**config.mk**
```make
export PLATFORM = sky130hd
export DESIGN_NAME = rrv_ram
export DESIGN_NICKNAME = d
export VERILOG_FILES = /design/src/sv/rrv_ram.sv
export SDC_FILE = /design/constraint.sdc
export NUM_CORES = 2
export LEC_CHECK = 0
export BUFFER_PORTS_ARGS = -buffer_cell sky130_fd_sc_hd__buf_2
export CAP_MARGIN = 20
export CORE_MARGIN = 5
export CORE_UTILIZATION = 63
export DETAILED_ROUTE_END_ITERATION = 8
export PLACE_DENSITY = 0.81
export RECOVER_POWER = 50
export SLEW_MARGIN = 25
export SYNTH_ARGS = -nofsm -noshare
export SYNTH_HDL_FRONTEND = slang
export SYNTH_SLANG_ARGS = --single-unit
```
**constraint.sdc**
```tcl
create_clock -name i_clk -period 5.4 [get_ports i_clk]
set_input_delay 1.08 -clock i_clk [delete_from_list [all_inputs] [get_ports i_clk]]
set_output_delay 1.08 -clock i_clk [all_outputs]
set_load 0.01 [all_outputs]
```
**src/sv/rrv_ram.sv**
```systemverilog
// Generic single-port-write, registered-read RAM.
module rrv_ram #(
    parameter int unsigned WIDTH = 32,
    parameter int unsigned DEPTH = 64
) (
    input  logic                     i_clk,
    input  logic                     i_we,
    input  logic [$clog2(DEPTH)-1:0] i_waddr,
    input  logic [WIDTH-1:0]         i_wdata,
    input  logic [$clog2(DEPTH)-1:0] i_raddr,
    output logic [WIDTH-1:0]         o_rdata
);
    logic [WIDTH-1:0] r_mem [DEPTH];
    logic [WIDTH-1:0] r_rdata;

    // write and registered read
    always_ff @(posedge i_clk) begin
        if (i_we) begin
            r_mem[i_waddr] <= i_wdata;
        end
        r_rdata <= r_mem[i_raddr];
    end

    assign o_rdata = r_rdata;
endmodule

```
* Yosys cells after proc, flatten, opt, wreduce, memory -nomap -nowiden *
Memory sizes are Yosys's and may differ from the RTL's. A register that Yosys moved wholly into a read port is not among the register bits.
Cells that the tools add are included.

word-level totals
  bits in registers = 0
  RAM bits = 2,048
  output and inout bits = 32
  memories kept = 1

memory list
  memory  depth  width  rd ports  clocked after memory_dff  wr ports  line  RTL
  r_mem   64     32     1         1                         1         13    logic [WIDTH-1:0] r_mem [DEPTH];

operators by class
  mux-type cells = 2

operator list
  kind     count
  $mux W1  2

* Longest topological paths before layout *
  word-level depth = 2
  mapped depth = 10

* Worst setup path before layout *
Ideal clock, no wire load.

  path type = input-to-reg
  start = input i_waddr[3]
  end = memory r_mem[48][0] (enable)
  library setup time = 0.461 ns
  data arrival time = 3.779 ns
  data required time = 4.939 ns
  slack = 1.160 ns
  cell stages on the path = 4
  buffers on the path = 1
  cell sequence = clkbuf_1 nor2b_1 nand4b_1 nor3_1

RTL lines
  what                line  RTL
  start: declaration  8     input logic [$clog2(DEPTH)-1:0] i_waddr,
  end: declaration    13

Straight into the memory's write port.

==> flow_summary.ini <==
[sta]
fin_crit_ns = 3.619
hold_viol = 0
rsz0062_at_grt = no
setup_viol = 0
final_max_slew_viol_count = 2088
tightest_slew_ns = 3.381
tns_ns = 0
max_slew_margin_pct = -125.4
skew_ns = 0.02750
fmax_mhz = 276.3
fin_hold_ws_ns = 0.7427
fin_crit_sh_pct = 67.03

[layout]
layout-drive-gt1-share_pct = 28.69
layout.nets = 3609
syn_to_final_growth_pct = 12.19
fin_util_pct = 71.15

[worst_setup_path]
required_ns = 6.02
worstPathArrival_ns = 4.24
cp-end-kind = flip-flop
start_kind = primary input
cp_max_fo = 70
crit_type = primary input to flip-flop
rrSetupSlack_ns = 3.00

[global_route]
use_met3_pct = 8.871
grt_max_degree = 76
gr-usage-all-layers_pct = 33.65
grt_pass1_wl_mm = 308.8
grt_overflow = 0
grt_busiest_layer = met2
antenna_found_initial = 20
met2_usage_pct = 53.24
grt_pass1_vias = 40910
use_met1_pct = 45.06

[cts]
clkSinkCount = 2080
cts_made_buffers = 190
cts_tree = yes
postCtsSetupBuffers = 0
cts_buffer_depth = 3
clock_latency_ns = 0.79
path_clk_slew_ns = 0.06
htreeDepth = 4
postCtsHoldBufs = 0
post_cts_resized = 0
cts-root-buf = clkbuf_16

[synthesis]
synthDistinctLibCells = 34
synth-adder-area-share_pct = 0
syn_avg_cell_area_um2 = 23.62
synthSimpleGateAreaFrac_pct = 1.265
synth_seq_area_share_pct = 79.14
syn-cell-area_um2 = 78520
ys_ff_latch = 2080
synth_nets = 3370
synth_xor_xnor_area_share_pct = 0
synth_compound_area_share_pct = 1.673
synthMuxAreaShare_pct = 16.79
yosys_warnings = 0
synthCells = 3324
synth_top_family_by_area = multiplexers

[routing]
antenna_left = 0
drtIter0Drc = 7458
wl_per_cell_um = 40.82
post-route-drc-count = 0
firstDrtPassIters = 8
routed_via_density = 7.558
routed_wl_mm = 219.1
via_count = 40570

[status]
status = finished with violations
violations = max-capacitance violations, max-slew violations

[floorplanning]
initial_core_util_pct = 63.42
die_y_um = 363.0
coreArea_um2 = 123800
die_w_um = 363.0
io-pin-count = 78
rows = 129
die-area_um2 = 131800

[hold_path]
min_path_type = flip-flop to flip-flop

[power_and_ir_drop]
p_leak_nw = 27.43
ir_drop_mv = 0.3697
power_density_nw_per_um2 = 375.0

[placed_design]
place_hpwl_mm = 113.6
place_congestion = 0.8142
io_buffers = 77

[run]
maxCapViolations = 33
final cells by class:
| class | instances | area (um^2) |
|---|---|---|
| Multi-Input combinational cell | 1062 | 15940 |
| Sequential cell | 2080 | 62140 |
| Antenna cell | 8 | 20.02 |
| Tap cell | 1637 | 2048 |
| Clock inverter | 95 | 848.3 |
| Clock buffer | 256 | 5216 |
| Fill cell | 6304 | 35710 |
| Timing Repair Buffer | 229 | 1873 |
sequential cells by signal, summed over array words and instances (netlist names):
register / cells
r_mem: 2048
o_rdata: 32
metal layers:
layer	vias up	routed length [um]
li1	14740	-
met1	20860	69710
met2	4224	105500
met3	738	31290
met4	10	12480
met5	-	66
final timing paths:
| check | end | cells after the start | from |
|---|---|---|---|
| max | o_rdata[20]$_DFF_P_ | 8 | i_raddr[2] |
| max reg2reg | o_rdata[1]$_DFF_P_ | 4 | r_mem[7][1]$_DFFE_PP_ |
| min reg2reg | o_rdata[17]$_DFF_P_ | 4 | r_mem[13][17]$_DFFE_PP_ |
| min | o_rdata[17]$_DFF_P_ | 4 | r_mem[13][17]$_DFFE_PP_ |
stage by stage:
step                setup WS, ns  cells  area [um^2]  total power, mW
floorplan                  1.160   3324        78520            19.13
global placement           1.116   5002        81960            19.83
detailed placement         1.097   5004        82000            19.89
CTS                        1.782   5355        88070            33.00
global route               1.751   5362        88070            33.85
finish                     1.781   5367        88080            33.04
report_power, final:
group	switching [mW]	internal, mW
combinational	1.07	0.600
sequential	0.0906	17.9
clock	6.00	7.37
layout by cell type, fill, tap and decap left out, drive strengths merged:
master and count:
edfxtp 2048, mux4 544, clkbuf 291, buf 194
nor2 137, mux2i 93, o22ai 84, clkinv 70
a21oi 62, dfxtp 32, o221ai 27, nand2 26
nor2b 15, a22oi 12, bufinv 12, diode 8
a311oi 8, nand2b 8, inv 8, nor3 7
nand3b 5, nand3 5, clkinvlp 5, or3b 5
and3 4, a41o 4, o32ai 4, or3 3
or2 3, and2 2, nand4 2, a31oi 1
nand4b 1
kinds of logic after synthesis:
kind of cell,Yosys count
mux,637
flops,2080
buf+inv,182
compound gates,202
simple gates,223
cells in the mapped netlist, drive strengths merged:
cell | instances | share of area [%]
a21oi | 62 | 0.40
nand4 | 2 | 0.016
or3 | 3 | 0.024
nand3b | 5 | 0.048
or2 | 3 | 0.024
nand3 | 5 | 0.032
o22ai | 84 | 0.67
or3b | 5 | 0.056
a311oi | 8 | 0.089
nand2 | 26 | 0.12
nor2b | 15 | 0.12
nor3 | 7 | 0.045
o221ai | 27 | 0.30
and2 | 2 | 0.016
mux2i | 93 | 1.2
a22oi | 12 | 0.11
o32ai | 4 | 0.045
nor2 | 137 | 0.65
nand4b | 1 | 0.011
dfxtp | 32 | 0.82
edfxtp | 2048 | 78
a31oi | 1 | 0.0080
a41o | 4 | 0.051
nand2b | 8 | 0.064
and3 | 4 | 0.032
clkbuf | 74 | 0.35
mux4 | 544 | 16
buf | 108 | 0.77
worst max-delay path: stages:
cell and delay [ns]:
buf_8 0.46, buf_12 0.43, buf_4 0.46, mux4_2 0.37, mux2i_1 0.14, nor2_1 0.06, a311oi_1 0.73, nor3_1 0.14
Note: power is estimated with default switching activity, not from simulation.
