<file path="config.mk">
export PLATFORM = sky130hd
export DESIGN_NAME = rrv_divider
export DESIGN_NICKNAME = d
export VERILOG_FILES = /design/src/sv/rrv_divider.sv
export SDC_FILE = /design/constraint.sdc
export NUM_CORES = 1
export LEC_CHECK = 0
export ABC_AREA = 1
export ABC_CLOCK_PERIOD_IN_PS = 6400
export BUFFER_PORTS_ARGS = -buffer_cell sky130_fd_sc_hd__buf_2
export CAP_MARGIN = 15
export CORE_MARGIN = 10
export CORE_UTILIZATION = 55
export CTS_CLUSTER_DIAMETER = 40
export CTS_CLUSTER_SIZE = 30
export DETAILED_ROUTE_END_ITERATION = 10
export GPL_ROUTABILITY_DRIVEN = 0
export MAX_ROUTING_LAYER = met4
export PLACE_DENSITY = 0.79
export SLEW_MARGIN = 20
export SYNTH_ARGS = -nofsm -noshare
export SYNTH_HDL_FRONTEND = slang
export SYNTH_SLANG_ARGS = --single-unit
export TNS_END_PERCENT = 5
</file>
<file path="constraint.sdc">
create_clock -name i_clk -period 6.4 [get_ports i_clk]
set_clock_uncertainty 0.2 [all_clocks]
set_input_delay 0.32 -clock i_clk [delete_from_list [all_inputs] [get_ports i_clk]]
set_output_delay 0.32 -clock i_clk [all_outputs]
set_load 0.01 [all_outputs]
</file>
<file path="src/sv/rrv_divider.sv">
// Restoring shift-subtract divider, one quotient bit per cycle.
module rrv_divider #(
    parameter int unsigned NW = 128,
    parameter int unsigned DW = 64
) (
    input  logic          i_clk,
    input  logic          i_rst_n,
    input  logic          i_start,
    input  logic [NW-1:0] i_num,
    input  logic [DW-1:0] i_den,
    output logic          o_done,
    output logic [NW-1:0] o_quo
);
    localparam int unsigned CW = $clog2(NW + 1);
    logic [NW-1:0] r_quo;
    logic [DW:0]   r_rem;
    logic [DW-1:0] r_den;
    logic [CW-1:0] r_cnt;
    logic          r_busy;
    logic          r_done;
    logic [DW:0]   n_trial;
    logic [DW:0]   n_diff;

    // shift next numerator bit into remainder and try subtract
    always_comb begin
        n_trial = {r_rem[DW-1:0], r_quo[NW-1]};
        n_diff  = n_trial - {1'b0, r_den};
    end

    always_ff @(posedge i_clk) begin
        if (!i_rst_n) begin
            r_busy <= 1'b0;
            r_done <= 1'b0;
            r_cnt  <= '0;
        end else begin
            r_done <= 1'b0;
            if (i_start) begin
                r_busy <= 1'b1;
                r_cnt  <= CW'(NW);
                r_quo  <= i_num;
                r_rem  <= '0;
                r_den  <= i_den;
            end else if (r_busy) begin
                if (!n_diff[DW]) begin
                    r_rem <= n_diff;
                    r_quo <= {r_quo[NW-2:0], 1'b1};
                end else begin
                    r_rem <= n_trial;
                    r_quo <= {r_quo[NW-2:0], 1'b0};
                end
                r_cnt <= r_cnt - 1'b1;
                if (r_cnt == CW'(1)) begin
                    r_busy <= 1'b0;
                    r_done <= 1'b1;
                end
            end
        end
    end

    assign o_done = r_done;
    assign o_quo  = r_quo;
endmodule

</file>
== After elaboration in Yosys (flattened, before gate mapping) ==
Index checks and enable logic that the tools add are counted.
Storage, ports and cells
  logic and storage cells: 28
  bits of input ports: 195
  output and inout bits: 129
  bits in registers: 266
Cells by class
  reduce and logical (&&, ||, !) cells: 5
  muxes and demuxes: 11
  add/sub/neg operators: 2
  equal/unequal tests: 1
  bitwise operators: 2
Operator list (number)
  $mux W128: 2
  $mux W64: 2
  $sub A65 B64 Y65: 1
  $mux W8: 2
  $eq A8 B1 Y1 const B: 1
  $sub A8 B1 Y8 const B: 1
  $mux W1: 5
  $reduce_and A2 Y1: 2
  $reduce_or A3 Y1: 1
  $not A1 Y1: 2
  $reduce_bool A2 Y1: 1
  $reduce_or A2 Y1: 1

== Depth between registers and ports, before layout ==
Gate-level depths: netlist of run 1.
  depth in word-level cells: 4
  gate-level depth with buffers: 20
  depth with buffers taken out: 19

== Worst setup path after synthesis of run 1 ==
Ideal clock, no wire load.
  path type: register -> register
  from: register r_busy
  to: register r_quo[0], in the netlist o_quo[0], enable pin
  arrival: 4496 ps
  stages on the path, launching flop included: 3
  path slack: 1143 ps
  path through: dfxtp_1 -> nand2_1 -> nand2_1
Between the ends
  cells in the longest elaborated chain, start to end: 2
RTL lines
  from (decl): line 19  | logic r_busy;
  from (signal assigned): line 32  | r_busy <= 1'b0;
  from (signal assigned): line 38  | r_busy <= 1'b1;
  from (signal assigned): line 53  | r_busy <= 1'b0;
  $reduce_bool A2 Y1 (no line)
  $reduce_and A2 Y1 (no line)
  to (signal assigned): line 40  | r_quo <= i_num;
  to (signal assigned): line 46  | r_quo <= {r_quo[NW-2:0], 1'b1};
  to (signal assigned): line 49  | r_quo <= {r_quo[NW-2:0], 1'b0};
  to (decl): line 15  | logic [NW-1:0] r_quo;
No other way between the ends.
A chain may end at the register's enable or synchronous reset.

== Final worst setup path of run 1 ==
  from: register r_quo[127], in the netlist o_quo[127]
  to: register r_rem[28] (data pin)
Between the ends
  cells in the longest elaborated chain, start to end: 3
RTL lines
  $sub A65 B64 Y65: line 27  | n_diff = n_trial - {1'b0, r_den};
  $mux W64: line 44  | if (!n_diff[DW]) begin
  $mux W64: line 43  | end else if (r_busy) begin
  to (signal assigned): line 45  | r_rem <= n_diff;
  to (signal assigned): line 48  | r_rem <= n_trial;
  to (decl): line 16  | logic [DW:0] r_rem;
No other way between the ends. The select of a mux whose other input is x is not followed.

==> results.cfg, run 1 <==
[drt]
wl_per_cell_um = 18.4
vias = 17900
remaining_drc_errors = 0
drt_iter0_drc = 2213
ant_nets = 0
first_pass_iters = 8
via_per_inst = 5.33
wirelength_um = 61900

[cts]
cts.sinks = 266
clockRootBuffer = clkbuf_16
insertion_delay_ps = 560
clk_pin_slew_ps = 60
numCtsBuffers = 40
ctsLongestPathBuffers = 3
htreeDepth = 2
cts_tree = built

[grt]
first_global_vias = 17700
grt_pass1_wl_um = 95500
grt_max_degree = 149
grt_usage_pct = 31.9
antenna_found_initial = 5
grt-ovfl-total = 0

[power]
swShare_pct = 36.0
internal_power_w = 0.00431
p_clk_share_pct = 34.8
power.switching_w = 0.00242
p_per_area_nw_per_um2 = 298
p_leak_nw = 12.0
total_power_w = 0.00674
peakVddDrop_mv = 0.248
comb_power_share_pct = 31.3
p_seq_share_pct = 33.9

[setup_path]
arrival_ps = 3150
worstPathMaxFanout = 60
max_stage_delay_ps = 410
critPathLaunch = o_quo[127]
worstPathCellList = inv_1, ha_1, fa_1, inv_1, nand2_1, nand2_1, nand3_1, nand2_2, nand2_1, nand2_2, nand2_2, nand2_4, nand2_4, nand2_4, nand2_4, nand2_8, nand2_1, nand2_1, nor2_1
endpoint_kind = flop
worstPathRequired_ps = 6490
ff2ff_path_depth = 19
crit_slowest_cell = fa_1
worstSetupPathType = reg2reg
rrSetupSlack_ps = 3340
worstReg2RegEnd = r_rem[28]
startpoint_type = flop
crit_top_cell = nand2_1
timing.rr.start = o_quo[127]
crit_path_end = r_rem[28]

[sta]
setup_viol = 0
hold_viol = 0
timing.final.crit_share_pct = 47.8
slew_viol_final = 0
setup_tns_ps = 0
fmax_mhz = 327
layout_min_cycle_time_ps = 3060
worst_slack_ps = 3340
grt_setup_unrepaired = no
maxSlewHeadroom_pct = 25.4
worst-slew-pin-transition_ps = 1120

[logic_synthesis]
synth_top_family_by_area = simple AND/OR/NAND/NOR gates
yosys.area_share.simple_pct = 34.7
synthDistinctLibCells = 39
post_synth_fa_ha_maj_area_fraction_pct = 4.87
ys_seq_elements = 266
synth_area_um2 = 17400
yosys_warnings = 0
synth_compound_area_share_pct = 2.57
syn_inst = 2416
synth_seq_area_share_pct = 45.5
synthMuxAreaShare_pct = 0
syn_area_per_cell_um2 = 7.18
synth_nets = 2678
synth_xor_area_share_pct = 1.67

[final_layout]
final_util_pct = 73.4
fin_nets = 3193
layout_commonest_cell = nand2_1
fin_area_um2 = 22600
drive_gt1_share_pct = 15.2
area.growth.synth_to_final_pct = 30.4
fillers = 2219
layout_common_cells = nand2_1 (1126), inv_1 (407), buf_2 (322)

[floorplan]
rows = 64
die_w_um = 198
die_h_um = 198
core_um2 = 30800
io-pin-count = 324
dieArea_um2 = 39100
start_util_pct = 56.3

[placed_design]
pre_cts_ws_ps = 3390
placed_area_um2 = 19200
port_buffers = 323
hpwlAfterDp_um = 40700

[min_path]
hold_path.class = in2reg

[status]
status = finished clean

[run]
cap_violations = 0
-- stage by stage --
| stage | hold slack [ps] | std cells |
|---|---|---|
| 2_1_floorplan | 219 | 2416 |
| 3_3_place_gp | 289 | 3091 |
| 3_5_place_dp | 298 | 3091 |
| 4_1_cts | 245 | 3358 |
| 5_1_grt | 263 | 3363 |
| 6_report | 270 | 3363 |
-- cells in the mapped netlist (all sizes together) --
cell,number,share of area (%)
a211oi,1,0.043
a21o,1,0.043
a21oi,60,1.8
and2,1,0.036
and3,2,0.072
buf,17,0.91
clkbuf,31,0.67
clkinv,1,0.022
dfxtp,10,1.2
edfxtp,256,44
fa,1,0.12
ha,66,4.8
inv,420,9.1
nand2,1151,26
nand3,62,1.8
nand3b,14,0.61
nand4,15,0.54
nor2,235,5.4
nor3,15,0.49
nor3b,1,0.043
nor4,3,0.11
o21a,3,0.13
o21ai,6,0.17
o21bai,9,0.39
or2,2,0.072
xnor2,1,0.050
xor2,32,1.6
-- worst min path at each step --
stage / startpoint / to / slack (ps) / cells after the start
final: i_den[8] / r_den[8] / 270 / 2
after global routing: i_den[6] / r_den[6] / 260 / 2
after CTS: i_den[8] / r_den[8] / 240 / 2
after detailed placement: i_den[41] / r_den[41] / 300 / 1
after global placement: r_cnt[1] / r_cnt[1] / 290 / 2
after floorplan: i_den[0] / r_den[0] / 220 / 0
-- sequential cells by signal, indices dropped and copies added, names as in the netlist --
name and count:
r_den 64, r_busy 1, r_rem 64, o_done 1
r_cnt 8, o_quo 128
-- repair_timing --
action | CTS | global route
hold endpoints to repair | 195 | 0
hold buffers | 194 | 0
gates resized for setup | 0 | 0
setup buffers | 0 | 0
-- final cells by class --
| cell class | count | area, um2 | area share, % |
|---|---|---|---|
| clock inverter | 29 | 417 | 1.84 |
| timing repair buffer | 521 | 3600 | 15.9 |
| clock buffer | 44 | 1020 | 4.49 |
| tap | 396 | 495 | 2.19 |
| sequential | 266 | 7890 | 34.8 |
| inverter | 421 | 1590 | 7.00 |
| antenna | 5 | 12.5 | 0.0553 |
| multi-input combinational | 1681 | 7620 | 33.7 |
-- kinds of logic after synthesis --
group / after synthesis
AO/OA/AOI/OAI: 80
XOR/XNOR: 33
adder cells (fa/ha/maj): 67
buffers and inverters: 469
flip-flops: 266
AND/OR/NAND/NOR: 1501
-- power by group through the flow --
stage | clock, W | sequential [W] | combinational [W]
after floorplan | 0 | 0.00233 | 0.00140
after global placement | 0 | 0.00229 | 0.00189
after detailed placement | 0 | 0.00229 | 0.00193
after CTS | 0.00234 | 0.00227 | 0.00204
after global routing | 0.00244 | 0.00230 | 0.00235
final | 0.00234 | 0.00228 | 0.00211
-- layer usage --
| layer | global-route usage [%] | wire, um |
|---|---|---|
| met3 | 6.90 | 6390 |
| met5 | - | 0 |
| met1 | 36.6 | 22400 |
| met2 | 50.6 | 28500 |
| met4 | 19.1 | 4600 |
-- worst max-delay path: cells and delay by family (launching register included) --
family,cells,cell delay (ps)
simple gates,15,1380
fa+ha+maj,2,630
flops,1,370
buf+inv,2,160
(Power assumes the default switching activity.)
==> run 2: changes to the inputs <==
--- a/config.mk
+++ b/config.mk
@@ -5,8 +5,8 @@
 export SDC_FILE = /design/constraint.sdc
 export NUM_CORES = 1
 export LEC_CHECK = 0
-export ABC_AREA = 1
-export ABC_CLOCK_PERIOD_IN_PS = 6400
+export ABC_AREA = 0
+export ABC_CLOCK_PERIOD_IN_PS = 2850
 export BUFFER_PORTS_ARGS = -buffer_cell sky130_fd_sc_hd__buf_2
 export CAP_MARGIN = 15
 export CORE_MARGIN = 10
@@ -16,7 +16,7 @@
 export DETAILED_ROUTE_END_ITERATION = 10
 export GPL_ROUTABILITY_DRIVEN = 0
 export MAX_ROUTING_LAYER = met4
-export PLACE_DENSITY = 0.79
+export PLACE_DENSITY = 0.81
 export SLEW_MARGIN = 20
 export SYNTH_ARGS = -nofsm -noshare
 export SYNTH_HDL_FRONTEND = slang
==> constraint.sdc (replaced) <==
create_clock -name i_clk -period 2.85 [get_ports i_clk]
set_clock_uncertainty 0.2 [all_clocks]
set_input_delay 0.1425 -clock i_clk [delete_from_list [all_inputs] [get_ports i_clk]]
set_output_delay 0.1425 -clock i_clk [all_outputs]
set_load 0.01 [all_outputs]
==> run 2 against run 1 <==
Compared with the run above:
- the run now ends with negative setup slack left
- setup slack got worse by 4000 ps
- non-clock buffer count increased by 293
- combinational power rose by 120%
- register-to-register slack lost 4000 ps
- synthesized cell count down 48%
- sequential share of layout area shrank 0.18 points
- critical path depth decreased by 5
- count of clock-buffer cells in the layout did not move
- clock power grew 120%
- largest cell class unchanged
==> results.cfg, run 2 <==
[status]
status = complete, but fails checks
violations = negative setup slack

[final_layout]
final_cells = 2437
fin_nets = 2323
largest_reg_flops = 128
layout_commonest_cell = buf_2
multi_input_area_um2 = 6720
drive_gt1_share_pct = 42.0
register_area_um2 = 7890
final_util_pct = 85.1
layout_common_cells = buf_2 (322), buf_4 (269), edfxtp_1 (256)
area.growth.synth_to_final_pct = 53.3
fillers = 1274

[sta]
worst_slack_ps = -646
slew_viol_final = 0
hold_viol = 0
worst-slew-pin-transition_ps = 723
fmax_mhz = 286
timing.final.crit_share_pct = 123
setup_viol = 65
maxSlewHeadroom_pct = 51.8
timing.hold.ws_ps = 109
layout_min_cycle_time_ps = 3500
grt_setup_unrepaired = yes

[setup_path]
rrSetupSlack_ps = -650
worstSetupPathType = reg2reg
worstReg2RegEnd = r_rem[54]
endpoint_kind = flop
cp_num_buf_inv = 3
arrival_ps = 3560
worstPathCellList = inv_1, ha_4, a21oi_2, o21ai_0, a22oi_2, nand2_1, o211ai_2, nand2b_1, a311oi_2, xnor2_2, buf_6, buf_4, mux2i_1, nor2_1
ff2ff_path_depth = 14
startpoint_type = flop
worstPathRequired_ps = 2920
timing.rr.start = r_den[11]
path_delay_family = compound AO/OA/AOI/OAI gates
worstPathMaxFanout = 8
crit_slowest_cell = edfxtp_1
max_stage_delay_ps = 430

[logic_synthesis]
synth_seq_area_share_pct = 53.1
synth-edff-count = 256
ys_seq_elements = 266
synth_nets = 1529
yosys_warnings = 0
synthFlopType = edfxtp_1
synthTopCellsByArea = edfxtp_1 (52%), mux2_2 (9.6%), ha_1 (5.6%), mux2i_1 (3.6%), a21oi_1 (3.2%)
async_flop_share_pct = 0
syn_area_per_cell_um2 = 11.7
synth_largest_area_cell = edfxtp_1
synthDistinctLibCells = 70
yosysTopAreaCellShare_pct = 51.8
yosysMostFrequentCell = edfxtp_1
synth_area_um2 = 14800
synth_common_cells = edfxtp_1 (256), mux2_2 (127), nor2_1 (101)
syn_inst = 1267

[grt]
grt_util_met3_pct = 6.26
grt_max_degree = 127
first_global_vias = 15100
busiest_layer = met2
grt_usage_pct = 33.4
met1_usage_pct = 36.7
antenna_found_initial = 2
grt_pass1_wl_um = 85900
grt-ovfl-total = 0
met2_usage_pct = 57.1

[cts]
cts.sinks = 266
numCtsBuffers = 42
clk_pin_slew_ps = 70
insertion_delay_ps = 540
ctsLongestPathBuffers = 3
htreeDepth = 2
clockRootBuffer = clkbuf_16
cts_tree = built

[floorplan]
rows = 60
core_um2 = 26700
die_w_um = 184
dieArea_um2 = 34000
io-pin-count = 324
die_h_um = 184
start_util_pct = 55.5

[power]
peakVddDrop_mv = 0.586
p_per_area_nw_per_um2 = 647
p_leak_nw = 9.87

[drt]
remaining_drc_errors = 0
wirelength_um = 57500
ant_nets = 0
drt_iter0_drc = 1465
vias = 14400
via_per_inst = 5.91
first_pass_iters = 7
wl_per_cell_um = 23.6

[placed_design]
port_buffers = 323
hpwlAfterDp_um = 34800
placedCellCount = 2135

[run]
cap_violations = 0

[min_path]
hold_path.class = in2reg
hp-start = i_den[44]
hold_depth = 2
min_to = r_den[44]
## run 2: cell types whose count changed after synthesis, sizes merged, moves of 44 or more
cell / delta
mux2i: +53
nand2: -1085
nor2: -134
o21ai: +44
nand3: -52
inv: -328
mux2: +128
## run 2: cell families after synthesis
logic type | after synthesis | synth area share, %
adder cells (fa/ha/maj) | 67 | 5.70
XOR/XNOR | 60 | 3.54
buffers and inverters | 156 | 4.32
flip-flops | 266 | 53.1
AND/OR/NAND/NOR | 277 | 8.88
multiplexers | 181 | 13.3
AO/OA/AOI/OAI | 260 | 11.1
## run 2: report_power, final
group	leakage (nW)	total [W]	switching (W)	internal [W]
Clock	0.684	0.00516	0.00210	0.00306
Sequential	2.53	0.00495	0.000220	0.00473
Combinational	6.66	0.00462	0.00230	0.00232
Total	9.87	0.0147	0.00462	0.0101
## run 2: repair_timing
item	4_1_cts	5_1_grt
resized for setup	50	30
setup buffers	9	6
pin swaps	22	11
hold buffers	207	0
setup endpoints to repair	65	65
cloned	1	1
endpoints found under the hold margin	217	0
## run 2: metrics by stage
step | worst slack, ps | setup TNS, ps | power, W | instance area, um2
2_1_floorplan | -511 | -24320 | 0.00713 | 14800
3_3_place_gp | -574 | -31460 | 0.00865 | 18700
3_5_place_dp | -730 | -38000 | 0.00880 | 18700
4_1_cts | -468 | -26310 | 0.0143 | 22600
5_1_grt | -754 | -44460 | 0.0152 | 22800
6_report | -646 | -37480 | 0.0147 | 22800
## run 2: final cells by class
| cell class | instances | area share [%] |
|---|---|---|
| multi-input combinational | 845 | 29.5 |
| antenna | 2 | 0.0220 |
| sequential | 266 | 34.7 |
| inverter | 92 | 1.52 |
| timing repair buffer | 814 | 26.2 |
| clock buffer | 44 | 4.65 |
| tap | 341 | 1.88 |
| clock inverter | 33 | 1.52 |
## run 2: worst max path at each step
stage | slack (ps) | from | end | cells after the start
4_1_cts | -470 | r_den[21] | r_rem[14] | 14
5_1_grt | -750 | r_den[11] | r_rem[31] | 14
3_5_place_dp | -730 | r_rem[14] | r_rem[15] | 13
3_3_place_gp | -570 | o_quo[127] | r_rem[46] | 14
6_report | -650 | r_den[11] | r_rem[54] | 14
2_1_floorplan | -510 | o_quo[127] | r_rem[62] | 13
## run 2: worst register-to-register path, cell delays in order, from the launching register on
cell and delay [ps]:
edfxtp_1 430, inv_1 200, ha_4 250, a21oi_2 140, o21ai_0 140, a22oi_2 130, nand2_1 100, o211ai_2 270
nand2b_1 150, a311oi_2 360, xnor2_2 170, buf_6 200, buf_4 190, mux2i_1 230, nor2_1 70
## run 2: per-layer routing
metal  wire (um)  share of wire [%]
met5           0                  0
met4        3580                6.2
met3        4950                8.6
met2       28900                 50
met1       20100                 35
